File: config.mk
export PLATFORM = sky130hd
export DESIGN_NAME = xsvf_command_parser_core
export DESIGN_NICKNAME = d
export VERILOG_FILES = /design/src/hw/rtl/xcp_pkg.sv /design/src/hw/rtl/xcp_ram.sv /design/src/hw/rtl/xcp_decode.sv /design/src/hw/rtl/xsvf_command_parser_core.sv
export SDC_FILE = /design/constraint.sdc
export NUM_CORES = 2
export LEC_CHECK = 0
export ABC_AREA = 0
export BUFFER_PORTS_ARGS = -buffer_cell sky130_fd_sc_hd__clkbuf_2
export CAP_MARGIN = 40
export CORE_MARGIN = 3
export CORE_UTILIZATION = 27
export DETAILED_ROUTE_END_ITERATION = 7
export PLACE_DENSITY = 0.47
export SLEW_MARGIN = 20
export SYNTH_ARGS = -nofsm -noshare
export SYNTH_HDL_FRONTEND = slang
export SYNTH_SLANG_ARGS = --single-unit
File: constraint.sdc
create_clock -name i_clk -period 7.5 [get_ports i_clk]
set_input_delay 1.5 -clock i_clk [delete_from_list [all_inputs] [get_ports i_clk]]
set_output_delay 1.5 -clock i_clk [all_outputs]
set_load 0.02 [all_outputs]
File: src/hw/rtl/xcp_pkg.sv
// shared types and codes of the xsvf command parser
package xcp_pkg;

    localparam int POS_W = 8;

    // command bytes
    localparam logic [7:0] CMD_COMPLETE = 8'h00;
    localparam logic [7:0] CMD_TDOMASK  = 8'h01;
    localparam logic [7:0] CMD_SIR      = 8'h02;
    localparam logic [7:0] CMD_RUNTEST  = 8'h04;
    localparam logic [7:0] CMD_REPEAT   = 8'h07;
    localparam logic [7:0] CMD_SDRSIZE  = 8'h08;
    localparam logic [7:0] CMD_SDRTDO   = 8'h09;
    localparam logic [7:0] CMD_STATE    = 8'h12;

    // event codes
    localparam logic [3:0] EV_SIR      = 4'd0;
    localparam logic [3:0] EV_REPEAT   = 4'd1;
    localparam logic [3:0] EV_STATE    = 4'd2;
    localparam logic [3:0] EV_RUNTEST  = 4'd3;
    localparam logic [3:0] EV_SDRSIZE  = 4'd4;
    localparam logic [3:0] EV_MASK     = 4'd5;
    localparam logic [3:0] EV_TDI      = 4'd6;
    localparam logic [3:0] EV_TDO      = 4'd7;
    localparam logic [3:0] EV_COMPLETE = 4'd8;
    localparam logic [3:0] EV_ERROR    = 4'd9;

    // error codes
    localparam logic [2:0] ERR_NONE     = 3'd0;
    localparam logic [2:0] ERR_NO_SIZE  = 3'd1;
    localparam logic [2:0] ERR_ILLEGAL  = 3'd2;
    localparam logic [2:0] ERR_SIR_ZERO = 3'd3;
    localparam logic [2:0] ERR_BAD_SIZE = 3'd4;

    localparam logic [2:0] COUNT_WORD = 3'd4;

    typedef enum logic [10:0] {
        PH_IDLE     = 11'b000_0000_0001,
        PH_SIR_LEN  = 11'b000_0000_0010,
        PH_SIR_DATA = 11'b000_0000_0100,
        PH_REPEAT   = 11'b000_0000_1000,
        PH_STATE    = 11'b000_0001_0000,
        PH_RUNTEST  = 11'b000_0010_0000,
        PH_SDRSIZE  = 11'b000_0100_0000,
        PH_MASK     = 11'b000_1000_0000,
        PH_TDI      = 11'b001_0000_0000,
        PH_TDO      = 11'b010_0000_0000,
        PH_HALT     = 11'b100_0000_0000
    } t_phase;

    typedef struct packed {
        logic [3:0]  event_res;
        logic [31:0] value;
        logic [6:0]  byte_index;
        logic [7:0]  mask_byte;
        logic [10:0] bit_count;
        logic        last_of_run;
        logic [2:0]  error_code;
    } t_result;

    function automatic t_result error_result(input logic [2:0] code);
        t_result r;
        r = '0;
        r.event_res  = EV_ERROR;
        r.error_code = code;
        return r;
    endfunction

endpackage

File: src/hw/rtl/xcp_ram.sv
// generic simple dual-port ram with registered read
module xcp_ram #(
    parameter int WIDTH = 8,
    parameter int DEPTH = 128
) (
    input  logic                     i_clk,
    input  logic                     i_we,
    input  logic [$clog2(DEPTH)-1:0] i_waddr,
    input  logic [WIDTH-1:0]         i_wdata,
    input  logic [$clog2(DEPTH)-1:0] i_raddr,
    output logic [WIDTH-1:0]         o_rdata
);

    logic [WIDTH-1:0] r_mem [DEPTH];
    logic [WIDTH-1:0] r_rdata;

    always_ff @(posedge i_clk) begin
        if (i_we) begin
            r_mem[i_waddr] <= i_wdata;
        end
        r_rdata <= r_mem[i_raddr];
    end

    assign o_rdata = r_rdata;

endmodule

File: src/hw/rtl/xcp_decode.sv
// command decoder: parser state and per-byte result logic
module xcp_decode
    import xcp_pkg::*;
#(
    parameter int MAX_VECTOR_BYTES = 128
) (
    input  logic                                i_clk,
    input  logic                                i_rst_n,
    input  logic                                i_accept,
    input  logic [7:0]                          i_data_byte,
    output logic                                o_has_result,
    output t_result                             o_result,
    output logic                                o_ram_we,
    output logic [$clog2(MAX_VECTOR_BYTES)-1:0] o_ram_waddr,
    output logic [7:0]                          o_ram_wdata,
    output logic [$clog2(MAX_VECTOR_BYTES)-1:0] o_ram_raddr,
    input  logic [7:0]                          i_ram_rdata
);

    localparam int AW    = $clog2(MAX_VECTOR_BYTES);
    localparam int SDR_W = $clog2(8 * MAX_VECTOR_BYTES + 1);

    t_phase             r_phase, n_phase;
    logic [2:0]         r_count, n_count;
    logic [7:0]         r_sir_len, n_sir_len;
    logic [POS_W-1:0]   r_pos, n_pos;
    logic [SDR_W-1:0]   r_sdr, n_sdr;
    logic [31:0]        r_acc, n_acc;
    logic [2:0]         r_halt, n_halt;
    logic [MAX_VECTOR_BYTES-1:0] r_mvalid;

    logic [15:0] w_pos_ext, w_pos_inc, w_sdr_ext, w_nbytes, w_sir_nbytes, w_rd_ext;
    logic [15:0] w_acc_sh;
    logic [16:0] w_acc_bytes;
    logic [2:0]  w_count_dec;
    logic        w_in_range, w_vec_last, w_sir_last, w_size_bad;
    logic [AW-1:0] w_pos_addr;
    logic [7:0]  w_mask_rd;
    logic [POS_W-1:0] w_rd_pos;

    assign w_pos_ext    = {8'b0, r_pos};
    assign w_pos_inc    = w_pos_ext + 16'd1;
    assign w_sdr_ext    = 16'(r_sdr);
    assign w_nbytes     = (w_sdr_ext + 16'd7) >> 3;
    assign w_sir_nbytes = ({8'b0, r_sir_len} + 16'd7) >> 3;
    assign w_in_range   = w_pos_ext < 16'(MAX_VECTOR_BYTES);
    assign w_vec_last   = w_pos_inc >= w_nbytes;
    assign w_sir_last   = w_pos_inc == w_sir_nbytes;
    assign w_pos_addr   = w_pos_ext[AW-1:0];
    assign w_acc_sh     = {r_acc[7:0], i_data_byte};
    assign w_acc_bytes  = ({1'b0, w_acc_sh} + 17'd7) >> 3;
    assign w_size_bad   = w_acc_bytes > 17'(MAX_VECTOR_BYTES);
    assign w_count_dec  = r_count - 3'd1;

    // never-written entries read as zero
    assign w_mask_rd = (w_in_range && r_mvalid[w_pos_addr]) ? i_ram_rdata : 8'h00;

    always_comb begin
        n_phase      = r_phase;
        n_count      = r_count;
        n_sir_len    = r_sir_len;
        n_pos        = r_pos;
        n_sdr        = r_sdr;
        n_acc        = r_acc;
        n_halt       = r_halt;
        o_has_result = 1'b0;
        o_result     = '0;

        unique case (r_phase)
            PH_IDLE: begin
                n_pos   = '0;
                n_count = '0;
                unique case (i_data_byte) inside
                    CMD_COMPLETE: begin
                        n_phase               = PH_HALT;
                        n_halt                = ERR_ILLEGAL;
                        o_has_result          = 1'b1;
                        o_result.event_res    = EV_COMPLETE;
                        o_result.last_of_run  = 1'b1;
                    end
                    CMD_TDOMASK, CMD_SDRTDO: begin
                        if (r_sdr == '0) begin
                            n_phase      = PH_HALT;
                            n_halt       = ERR_NO_SIZE;
                            o_has_result = 1'b1;
                            o_result     = error_result(ERR_NO_SIZE);
                        end else begin
                            n_phase = (i_data_byte == CMD_TDOMASK) ? PH_MASK : PH_TDI;
                        end
                    end
                    CMD_SIR: n_phase = PH_SIR_LEN;
                    CMD_RUNTEST: begin
                        n_acc   = '0;
                        n_count = COUNT_WORD;
                        n_phase = PH_RUNTEST;
                    end
                    CMD_REPEAT: n_phase = PH_REPEAT;
                    CMD_SDRSIZE: begin
                        n_sdr   = '0;
                        n_acc   = '0;
                        n_count = COUNT_WORD;
                        n_phase = PH_SDRSIZE;
                    end
                    CMD_STATE: n_phase = PH_STATE;
                    default: begin
                        n_phase      = PH_HALT;
                        n_halt       = ERR_ILLEGAL;
                        o_has_result = 1'b1;
                        o_result     = error_result(ERR_ILLEGAL);
                    end
                endcase
            end
            PH_SIR_LEN: begin
                if (i_data_byte == 8'h00) begin
                    n_phase      = PH_HALT;
                    n_halt       = ERR_SIR_ZERO;
                    o_has_result = 1'b1;
                    o_result     = error_result(ERR_SIR_ZERO);
                end else begin
                    n_sir_len = i_data_byte;
                    n_pos     = '0;
                    n_phase   = PH_SIR_DATA;
                end
            end
            PH_SIR_DATA: begin
                n_pos = w_pos_inc[POS_W-1:0];
                if (w_sir_last) begin
                    n_phase = PH_IDLE;
                end
                o_has_result         = 1'b1;
                o_result.event_res   = EV_SIR;
                o_result.value       = {24'b0, i_data_byte};
                o_result.byte_index  = r_pos[6:0];
                o_result.bit_count   = {3'b0, r_sir_len};
                o_result.last_of_run = w_sir_last;
            end
            PH_REPEAT, PH_STATE: begin
                n_phase              = PH_IDLE;
                o_has_result         = 1'b1;
                o_result.event_res   = (r_phase == PH_REPEAT) ? EV_REPEAT : EV_STATE;
                o_result.value       = {24'b0, i_data_byte};
                o_result.last_of_run = 1'b1;
            end
            PH_RUNTEST: begin
                n_acc   = {r_acc[23:0], i_data_byte};
                n_count = w_count_dec;
                if (w_count_dec == 3'd0) begin
                    n_phase              = PH_IDLE;
                    o_has_result         = 1'b1;
                    o_result.event_res   = EV_RUNTEST;
                    o_result.value       = {r_acc[23:0], i_data_byte};
                    o_result.last_of_run = 1'b1;
                end
            end
            PH_SDRSIZE: begin
                n_count = w_count_dec;
                if (w_count_dec > 3'd1) begin
                    // upper half of the size word must be zero
                    if (i_data_byte != 8'h00) begin
                        n_phase      = PH_HALT;
                        n_halt       = ERR_BAD_SIZE;
                        o_has_result = 1'b1;
                        o_result     = error_result(ERR_BAD_SIZE);
                    end
                end else begin
                    n_acc = {16'b0, w_acc_sh};
                    if (w_count_dec == 3'd0) begin
                        if (w_size_bad) begin
                            n_phase      = PH_HALT;
                            n_halt       = ERR_BAD_SIZE;
                            o_has_result = 1'b1;
                            o_result     = error_result(ERR_BAD_SIZE);
                        end else begin
                            n_sdr                = w_acc_sh[SDR_W-1:0];
                            n_phase              = PH_IDLE;
                            o_has_result         = 1'b1;
                            o_result.event_res   = EV_SDRSIZE;
                            o_result.value       = {16'b0, w_acc_sh};
                            o_result.bit_count   = w_acc_sh[10:0];
                            o_result.last_of_run = 1'b1;
                        end
                    end
                end
            end
            PH_MASK, PH_TDI, PH_TDO: begin
                o_has_result         = 1'b1;
                o_result.value       = {24'b0, i_data_byte};
                o_result.byte_index  = r_pos[6:0];
                o_result.bit_count   = w_sdr_ext[10:0];
                o_result.last_of_run = w_vec_last;
                if (r_phase == PH_MASK) begin
                    o_result.event_res = EV_MASK;
                end else if (r_phase == PH_TDI) begin
                    o_result.event_res = EV_TDI;
                end else begin
                    o_result.event_res = EV_TDO;
                    o_result.mask_byte = w_mask_rd;
                end
                n_pos = w_pos_inc[POS_W-1:0];
                if (w_vec_last) begin
                    n_pos   = '0;
                    n_phase = (r_phase == PH_TDI) ? PH_TDO : PH_IDLE;
                end
            end
            PH_HALT: begin
                n_phase      = PH_HALT;
                n_halt       = (r_halt == ERR_NONE) ? ERR_ILLEGAL : r_halt;
                o_has_result = 1'b1;
                o_result     = error_result(n_halt);
            end
            default: begin
                n_phase      = PH_HALT;
                n_halt       = ERR_ILLEGAL;
                o_has_result = 1'b1;
                o_result     = error_result(ERR_ILLEGAL);
            end
        endcase
    end

    // mask write at the current position, read one byte ahead so the
    // registered data is ready when the next transaction arrives
    assign o_ram_we    = i_accept && (r_phase == PH_MASK) && w_in_range;
    assign o_ram_waddr = w_pos_addr;
    assign o_ram_wdata = i_data_byte;
    assign w_rd_pos    = i_accept ? n_pos : r_pos;
    assign w_rd_ext    = {8'b0, w_rd_pos};
    assign o_ram_raddr = w_rd_ext[AW-1:0];

    always_ff @(posedge i_clk) begin
        if (!i_rst_n) begin
            r_phase   <= PH_IDLE;
            r_count   <= '0;
            r_sir_len <= '0;
            r_pos     <= '0;
            r_sdr     <= '0;
            r_acc     <= '0;
            r_halt    <= ERR_NONE;
            r_mvalid  <= '0;
        end else begin
            if (i_accept) begin
                r_phase   <= n_phase;
                r_count   <= n_count;
                r_sir_len <= n_sir_len;
                r_pos     <= n_pos;
                r_sdr     <= n_sdr;
                r_acc     <= n_acc;
                r_halt    <= n_halt;
            end
            if (o_ram_we) begin
                r_mvalid[w_pos_addr] <= 1'b1;
            end
        end
    end

    a_halt_sticky: assert property (@(posedge i_clk) disable iff (!i_rst_n)
        r_phase == PH_HALT |=> r_phase == PH_HALT)
        else $error("parser left halt without reset");

    a_error_coded: assert property (@(posedge i_clk) disable iff (!i_rst_n)
        o_has_result && o_result.event_res == EV_ERROR |-> o_result.error_code != ERR_NONE)
        else $error("error event without an error code");

    a_halt_code_set: assert property (@(posedge i_clk) disable iff (!i_rst_n)
        r_phase == PH_HALT |-> r_halt != ERR_NONE)
        else $error("halted with no halt code");

    a_count_range: assert property (@(posedge i_clk) disable iff (!i_rst_n)
        r_count <= COUNT_WORD)
        else $error("operand byte counter out of range");

endmodule

File: src/hw/rtl/xsvf_command_parser_core.sv
// top level of the xsvf command parser: decoder, mask ram, output skid
//
//  channel  dir  handshake           payload
//  input    in   i_valid / o_stall   i_data_byte
//  result   out  o_valid / i_stall   o_event_res, o_value, o_byte_index, o_mask_byte,
//                                    o_bit_count, o_last_of_run, o_error_code
//
// one byte per cycle while o_stall is low; each byte is decoded in one pass from the parser state
// into the result register, and the registered mask read is addressed a byte ahead.
// a result is registered in the result register, or in the skid while the output stalls;
// silent bytes give none. synchronous active-low reset; the mask store is cleared by per-entry
// valid bits. a one-entry skid behind the result register absorbs a stall; o_stall rises
// only while the skid holds a result.
module xsvf_command_parser_core
    import xcp_pkg::*;
#(
    parameter int MAX_VECTOR_BYTES = 128
) (
    input  logic        i_clk,
    input  logic        i_rst_n,
    input  logic        i_valid,
    output logic        o_stall,
    input  logic [7:0]  i_data_byte,
    output logic        o_valid,
    input  logic        i_stall,
    output logic [3:0]  o_event_res,
    output logic [31:0] o_value,
    output logic [6:0]  o_byte_index,
    output logic [7:0]  o_mask_byte,
    output logic [10:0] o_bit_count,
    output logic        o_last_of_run,
    output logic [2:0]  o_error_code
);

    localparam int AW = $clog2(MAX_VECTOR_BYTES);

    logic          w_accept, w_has_result, w_out_fire;
    t_result       w_result;
    logic          w_ram_we;
    logic [AW-1:0] w_ram_waddr, w_ram_raddr;
    logic [7:0]    w_ram_wdata, w_ram_rdata;

    t_result r_out, n_out, r_skid, n_skid;
    logic    r_out_valid, n_out_valid, r_skid_valid, n_skid_valid;

    assign o_stall    = r_skid_valid;
    assign w_accept   = i_valid && !r_skid_valid;
    assign w_out_fire = r_out_valid && !i_stall;

    xcp_decode #(
        .MAX_VECTOR_BYTES(MAX_VECTOR_BYTES)
    ) u_decode (
        .i_clk        (i_clk),
        .i_rst_n      (i_rst_n),
        .i_accept     (w_accept),
        .i_data_byte  (i_data_byte),
        .o_has_result (w_has_result),
        .o_result     (w_result),
        .o_ram_we     (w_ram_we),
        .o_ram_waddr  (w_ram_waddr),
        .o_ram_wdata  (w_ram_wdata),
        .o_ram_raddr  (w_ram_raddr),
        .i_ram_rdata  (w_ram_rdata)
    );

    xcp_ram #(
        .WIDTH(8),
        .DEPTH(MAX_VECTOR_BYTES)
    ) u_mask_ram (
        .i_clk   (i_clk),
        .i_we    (w_ram_we),
        .i_waddr (w_ram_waddr),
        .i_wdata (w_ram_wdata),
        .i_raddr (w_ram_raddr),
        .o_rdata (w_ram_rdata)
    );

    always_comb begin
        n_out        = r_out;
        n_out_valid  = r_out_valid;
        n_skid       = r_skid;
        n_skid_valid = r_skid_valid;
        if (r_skid_valid) begin
            if (w_out_fire) begin
                n_out        = r_skid;
                n_skid_valid = 1'b0;
            end
        end else if (w_accept && w_has_result) begin
            if (!r_out_valid || w_out_fire) begin
                n_out       = w_result;
                n_out_valid = 1'b1;
            end else begin
                n_skid       = w_result;
                n_skid_valid = 1'b1;
            end
        end else if (w_out_fire) begin
            n_out_valid = 1'b0;
        end
    end

    always_ff @(posedge i_clk) begin
        if (!i_rst_n) begin
            r_out_valid  <= 1'b0;
            r_skid_valid <= 1'b0;
        end else begin
            r_out_valid  <= n_out_valid;
            r_skid_valid <= n_skid_valid;
        end
        r_out  <= n_out;
        r_skid <= n_skid;
    end

    assign o_valid       = r_out_valid;
    assign o_event_res   = r_out.event_res;
    assign o_value       = r_out.value;
    assign o_byte_index  = r_out.byte_index;
    assign o_mask_byte   = r_out.mask_byte;
    assign o_bit_count   = r_out.bit_count;
    assign o_last_of_run = r_out.last_of_run;
    assign o_error_code  = r_out.error_code;

    a_skid_behind_out: assert property (@(posedge i_clk) disable iff (!i_rst_n)
        r_skid_valid |-> r_out_valid)
        else $error("skid holds a result while the output register is empty");

    a_skid_only_on_stall: assert property (@(posedge i_clk) disable iff (!i_rst_n)
        $rose(r_skid_valid) |-> $past(r_out_valid && i_stall))
        else $error("skid filled without a stalled output");

    a_result_direct: assert property (@(posedge i_clk) disable iff (!i_rst_n)
        w_accept && w_has_result && (!r_out_valid || !i_stall)
        |=> r_out_valid && !r_skid_valid)
        else $error("result did not go straight to the output register");

endmodule

**Yosys cells after proc, flatten, opt, wreduce, memory -nomap -nowiden**

Memories as Yosys holds them, arrays and structs flattened. A register that Yosys moved wholly into a read port is not among the register bits.
Cells that the tools add are included.

- Register bits: 330
- Bits in writable memories: 1,024
- Bits of input ports: 12
- Output and inout port bits: 68
- Word-level logic and storage cells: 205
- Memories kept: 1

- $add $sub $neg: 5
- Magnitude comparators: 6
- Eq/ne operators: 36
- Multiplexer cells: 85
- Bitwise logic cells: 5
- Reductions and logical operators: 42

Memory list:

| memory | depth | width | read ports | clocked after memory_dff | write ports | line | source |
|---|---|---|---|---|---|---|---|
| u_mask_ram.r_mem | 128 | 8 | 1 | 1 | 1 | xcp_ram.sv:14 | `logic [WIDTH-1:0] r_mem [DEPTH];` |

Operators with widths:

| kind | number |
|---|---|
| 66-bit 2-to-1 mux | 9 |
| 36-bit case mux with 7 select lines | 1 |
| 11-bit 2-to-1 mux | 13 |
| 128-bit OR | 1 |
| 11-bit case mux with 7 select lines | 1 |
| 24-bit case mux with 3 select lines | 1 |
| 11-bit case mux with 6 select lines | 1 |
| 8-bit case mux with 4 select lines | 2 |
| 58-bit 2-to-1 mux | 1 |
| 11-bit case mux with 5 select lines | 1 |
| 24-bit 2-to-1 mux | 2 |
| 8-bit 2-to-1 mux | 5 |
| 36-bit 2-to-1 mux | 1 |
| 34-bit 2-to-1 mux | 1 |
| 3-bit case mux with 5 select lines | 2 |
| 7-bit case mux with 4 select lines | 1 |
| 3-bit 2-to-1 mux | 9 |
| 11-bit case mux with 2 select lines | 1 |
| 3-bit case mux with 2 select lines | 3 |
| 16-bit by 3-bit adder with 17-bit output (second input constant) | 1 |
| 1-bit 2-to-1 mux | 17 |
| 16-bit by 13-bit == test with 1-bit output | 1 |
| 8-bit by 3-bit == test with 1-bit output (second input constant) | 2 |
| 8-bit by 4-bit == test with 1-bit output (second input constant) | 2 |
| other kinds (63) | 100 |

**Longest topological paths before layout**

- Depth after elaboration: 10
- Gate-level depth with buffers: 25
- Mapped depth without buffers: 19

**Cells and area by module**

From an unflattened synthesis, not the netlist that was laid out.

- Cells, all modules: 3,145
- Area total of the unflattened synthesis: 55,146.6 µm²

Modules (own cells, without submodules):

| module | times used | cells an instance | area each (µm²) | sequential area each (µm²) |
|---|---|---|---|---|
| xcp_ram | 1 | 1,635 | 39,665.5 | 30,909.6 |
| xcp_decode | 1 | 1,291 | 10,262.3 | 3,923.8 |
| xsvf_command_parser_core | 1 | 219 | 5,218.8 | 4,003.8 |

**Least setup slack after synthesis**

No wires, ideal clock.

- Path type: input -> register
- Start point: input i_data_byte[7]
- End point: register r_out, in the netlist o_bit_count[0] (enable)
- Setup time: 518 ps
- Arrival: 5,982 ps
- Required time: 6,982 ps
- Path slack: 1,000 ps
- Cell stages on the path: 8
- Path buffers: 0
- Cells stage by stage: nor3_1 -> nand2_1 -> nor3b_1 -> and2_1 -> a21boi_0 -> nand2_1 -> o41ai_1 -> a22oi_1

- Word-level cells in the longest chain between the ends: 7
- Elaborated cells between the ends (all ways): 19
- Classes of those cells: 7 x eq/ne; 5 x mux; 7 x reduce/logical

RTL lines:

| element | line | source |
|---|---|---|
| start: declaration | xsvf_command_parser_core.sv:23 | `input logic [7:0] i_data_byte,` |
| 8-bit by 5-bit == test with 1-bit output (no source line) (tied with other cells) | -- |  |
| 5-bit OR reduction (no source line) (tied with other cells) | -- |  |
| 1-bit case mux with 2 select lines or 1-bit 2-to-1 mux (tied branches) | xcp_decode.sv:73, xcp_decode.sv:157 |  |
| 1-bit case mux with 4 select lines * | xcp_decode.sv:69 | `unique case (r_phase)` |
| 1-bit logical AND * | xsvf_command_parser_core.sv:88 | `end else if (w_accept && w_has_result) begin` |
| 2-bit nonzero test (no source line) * | -- |  |
| 3-bit AND reduction (no source line) * | -- |  |
| end signal: assignment | xsvf_command_parser_core.sv:109 | `r_out <= n_out;` |
| end: declaration | xsvf_command_parser_core.sv:43 | `t_result r_out, n_out, r_skid, n_skid;` |

Every way passes the cells marked *; elsewhere a longest branch is shown, timed or not.
A chain may end at the register's enable or synchronous reset.

**Final worst setup path**

- Start point: register u_decode.r_pos[0]
- End point: register u_mask_ram.r_rdata[6], in the netlist u_mask_ram.o_rdata[6] (read register of u_mask_ram.r_mem)

- Word-level cells in the longest chain between the ends: 5
- Elaborated cells between the ends (all ways): 6
- Classes of those cells: 1 x add/sub; 1 x order compare; 4 x mux

RTL lines:

| element | line | source |
|---|---|---|
| start: declaration | xcp_decode.sv:26 | `logic [POS_W-1:0] r_pos, n_pos;` |
| start signal: assignment | xcp_decode.sv:244 | `r_pos <= n_pos;` |
| 8-bit by 1-bit adder with 9-bit output | xcp_decode.sv:42 | `assign w_pos_inc = w_pos_ext + 16'd1;` |
| 16-bit by 13-bit >= comparator with 1-bit output | xcp_decode.sv:47 | `assign w_vec_last = w_pos_inc >= w_nbytes;` |
| 8-bit 2-to-1 mux | xcp_decode.sv:200 | `if (w_vec_last) begin` |
| 8-bit case mux with 4 select lines | xcp_decode.sv:69 |  |
| 7-bit 2-to-1 mux * | xcp_decode.sv:225 | `assign w_rd_pos = i_accept ? n_pos : r_pos;` |
| end: declaration | xcp_ram.sv:15 | `logic [WIDTH-1:0] r_rdata;` |

Every way passes the cells marked *; elsewhere a longest branch is shown, timed or not. The select of a mux whose other input is x is not followed.

==> results.py <==
metrics = {
    "run_status": {
        "status": "finished clean",
    },
    "floorplanning": {
        "rows": 164,
        "fp.dieW_microns": 457,
        "io_pins": 80,
        "die_y_microns": 457,
        "initial_core_util_pct": 27.3,
        "core_sq_um": 201000,
        "dieArea_sq_um": 209000,
    },
    "cts": {
        "cts_buffers": 152,
        "cts_setup_buffers": 0,
        "hold_buffers": 0,
        "cts.sinks": 1362,
        "clk_path_buf_depth": 3,
        "insertion_delay_ns": 0.80,
        "path_clk_slew_ns": 0.06,
        "clockRootBuffer": "clkbuf_16",
        "htreeDepth": 4,
        "cts_tree": "done",
        "postCtsResizedCells": 0,
    },
    "drt": {
        "ant_nets": 0,
        "drt_iter0_drc": 3378,
        "firstDrtPassIters": 6,
        "vias": 34400,
        "drc": 0,
        "drt-total-wl_microns": 170000,
        "wl_per_cell_microns": 24.8,
        "vias_per_cell": 5.00,
    },
    "synth": {
        "yosysMostFrequentCell": "edfxtp_1",
        "synth_cell_type_count": 75,
        "synth_top_area_cell": "edfxtp_1",
        "synth_simple_gate_area_share_pct": 10.9,
        "synth_flop_cell": "edfxtp_1",
        "yosysWarnings": 0,
        "synthTopCellsByCount": "1,156 x edfxtp_1, 482 x nand2_1, 206 x dfxtp_1",
        "synth-async-reset-ratio_pct": 0,
        "synthTopCellsByArea": "edfxtp_1 63%, dfxtp_1 7.5%, nand2_1 3.3%, mux4_2 2.7%, o21a_1 1.8%",
        "syn_area_per_cell_sq_um": 14.1,
        "synth_compound_area_share_pct": 9.33,
        "syn_nets": 3908,
        "synthAdderAreaFrac_pct": 0.296,
        "synth_xor_area_share_pct": 0.399,
        "synth_edf_count": 1156,
        "synth_top_family_by_area": "simple AND/OR/NAND/NOR gates",
        "synth.mux.area_fraction_pct": 5.91,
        "yosys.area.top_type_share_pct": 63.3,
        "ys_ff_latch": 1362,
        "yosysSeqAreaShare_pct": 70.8,
        "syn_area_sq_um": 54900,
        "synthCells": 3883,
    },
    "power": {
        "clkPwrFrac_pct": 46.4,
        "intPower_uw": 12700,
        "switching_share_pct": 21.3,
        "p_seq_share_pct": 51.4,
        "leakagePower_uw": 0.0214,
        "p_per_area_nw_per_um2": 248,
        "p_comb_share_pct": 2.2,
        "netSwitchingPower_uw": 3430,
        "peakVddDrop_mv": 0.160,
    },
    "timing": {
        "clock.fmax_mhz": 145,
        "worstMarginPinSlew_ns": 0.965,
        "post-route-period-util_pct": 92.2,
        "slew_violations": 0,
        "hold_viol_final": 0,
        "setup_viol_count_final": 0,
        "fin_tns_setup_ns": 0,
        "fin_crit_ns": 6.91,
        "rsz0062_at_grt": "false",
        "slew_headroom_pct": 35.4,
        "skew_ns": 0.0436,
    },
    "cells_and_area": {
        "fill_cells": 19600,
        "stdcell_area_sq_um": 64800,
        "drive_gt1_share_pct": 17.3,
        "syn_to_final_growth_pct": 18.1,
        "nets": 4114,
    },
    "critical_path": {
        "critPathCaptureType": "flip-flop",
        "cpPeakStageDelay_ns": 0.69,
        "critical_path.cell_chain": "buf_4, ha_1, nand2_1, nor2_1, nand2_1, xnor2_1, ha_1, a21oi_1, nor2b_1, nor4_2, o21a_1, o211ai_1, and2_4, buf_12, buf_12, nand2_1, a31oi_1, o21ai_0, a2111oi_0, buf_1, or4_1",
        "cpMostUsedCell": "nand2_1",
        "cp_max_fo": 49,
        "critPathArrivalTime_ns": 7.66,
        "crit_slowest_cell": "o211ai_1",
        "cp.required_ns": 8.24,
        "critPathLaunchType": "flip-flop",
        "path_class": "flip-flop to flip-flop",
    },
    "placed_design": {
        "placed_area_sq_um": 59500,
        "routabilityCongestion": 0.851,
        "portBuffers": 79,
        "hpwl_microns": 109000,
    },
    "run": {
        "cap_violations": 0,
    },
    "global_routing": {
        "antenna_found_initial": 7,
        "grt.total_usage_pct": 15.9,
        "grt_max_degree": 129,
        "grt_pass1_vias": 33600,
        "grt_pass1_wl_microns": 247000,
        "overflow": 0,
    },
    "hold_path": {
        "min_path_type": "flip-flop to flip-flop",
    },
}
-- logic make-up (layout without fill, tap and decap cells) --
group / count (synthesis) / in the layout
xor+xnor: 25 / 25
buf+inv: 290 / 627
other cells: 0 / 1
mux: 233 / 233
compound gates: 725 / 725
flops: 1362 / 1362
fa+ha+maj: 13 / 13
simple gates: 1235 / 1235
-- cells in the final DEF (no fill, tap or decap), drive strengths merged, types with 111 or more instances in the layout --
cell type  count
buf          255
o21a         135
nand3        133
edfxtp      1156
nor2         190
nand2        482
and3         122
a211oi       111
dfxtp        206
clkbuf       292
-- layout make-up --
type,count,area (sq um),share of cell area (%)
Sequential cell,1362,38800,60.0
Multi-Input combinational cell,2231,14900,22.9
Clock buffer,222,4310,6.65
Tap cell,2656,3320,5.13
Timing Repair Buffer,327,2650,4.09
Clock inverter,63,743,1.15
Inverter,15,56.3,0.0869
Antenna cell,1,2.50,0.00386
-- power by group through the flow --
| stage | Sequential, uW | Clock, uW | Combinational [uW] |
|---|---|---|---|
| global placement | 8430 | 0 | 352 |
| floorplan | 8480 | 0 | 105 |
| finish | 8270 | 7460 | 358 |
| detailed placement | 8430 | 0 | 364 |
| CTS | 8270 | 7640 | 365 |
| global route | 8270 | 7930 | 385 |
-- state kept, by name, summed over array words and instances, names as in the netlist, 4 cells and up --
name	flops
u_decode.r_acc	24
u_mask_ram.r_mem	1024
u_decode.r_sdr	11
u_decode.r_phase	11
o_mask_byte	8
o_byte_index	7
o_event_res	4
u_mask_ram.o_rdata	8
u_decode.r_mvalid	128
u_decode.r_pos	8
o_bit_count	11
u_decode.r_sir_len	8
r_skid	66
o_value	32
-- metal layers --
layer / global-route usage, % / routed length [microns]
met1: 21.9 / 75400
met3: 2.98 / 10900
met5: 0 / 8
met2: 25.3 / 78800
met4: 5.36 / 5290
-- final timing paths --
path / start / endpoint / slack (ns) / depth (start not counted)
max: u_decode.r_pos[0] / u_mask_ram.o_rdata[6] / 0.59 / 21
min: u_decode.r_acc[18] / u_decode.r_acc[18] / 0.46 / 2
min reg2reg: u_decode.r_acc[18] / u_decode.r_acc[18] / 0.46 / 2
max reg2reg: u_decode.r_pos[0] / u_mask_ram.o_rdata[6] / 0.59 / 21
-- per-stage QoR --
stage	hold WS (ns)	util [%]	power (uW)	setup WS (ns)	instances
after floorplan	0.436	-	8580	1.00	3883
after global placement	0.447	29.1	8790	0.532	6444
after detailed placement	0.453	29.6	8800	0.680	6568
after CTS	0.466	32.1	16300	0.654	6853
after global routing	0.477	32.2	16600	0.0270	6876
final	0.461	32.2	16100	0.587	6877
-- critical path, delay by kind of cell, from the launching register on --
kind,cells,cell delay (ns)
AOI/OAI and AO/OA,6,2.17
xor gates and xnor gates,1,0.38
adders and majority gates,2,0.67
buffers and inverters,4,1.13
DFF,1,0.30
and+or+nand+nor,8,2.04
Power figures use the tool's default switching activity.
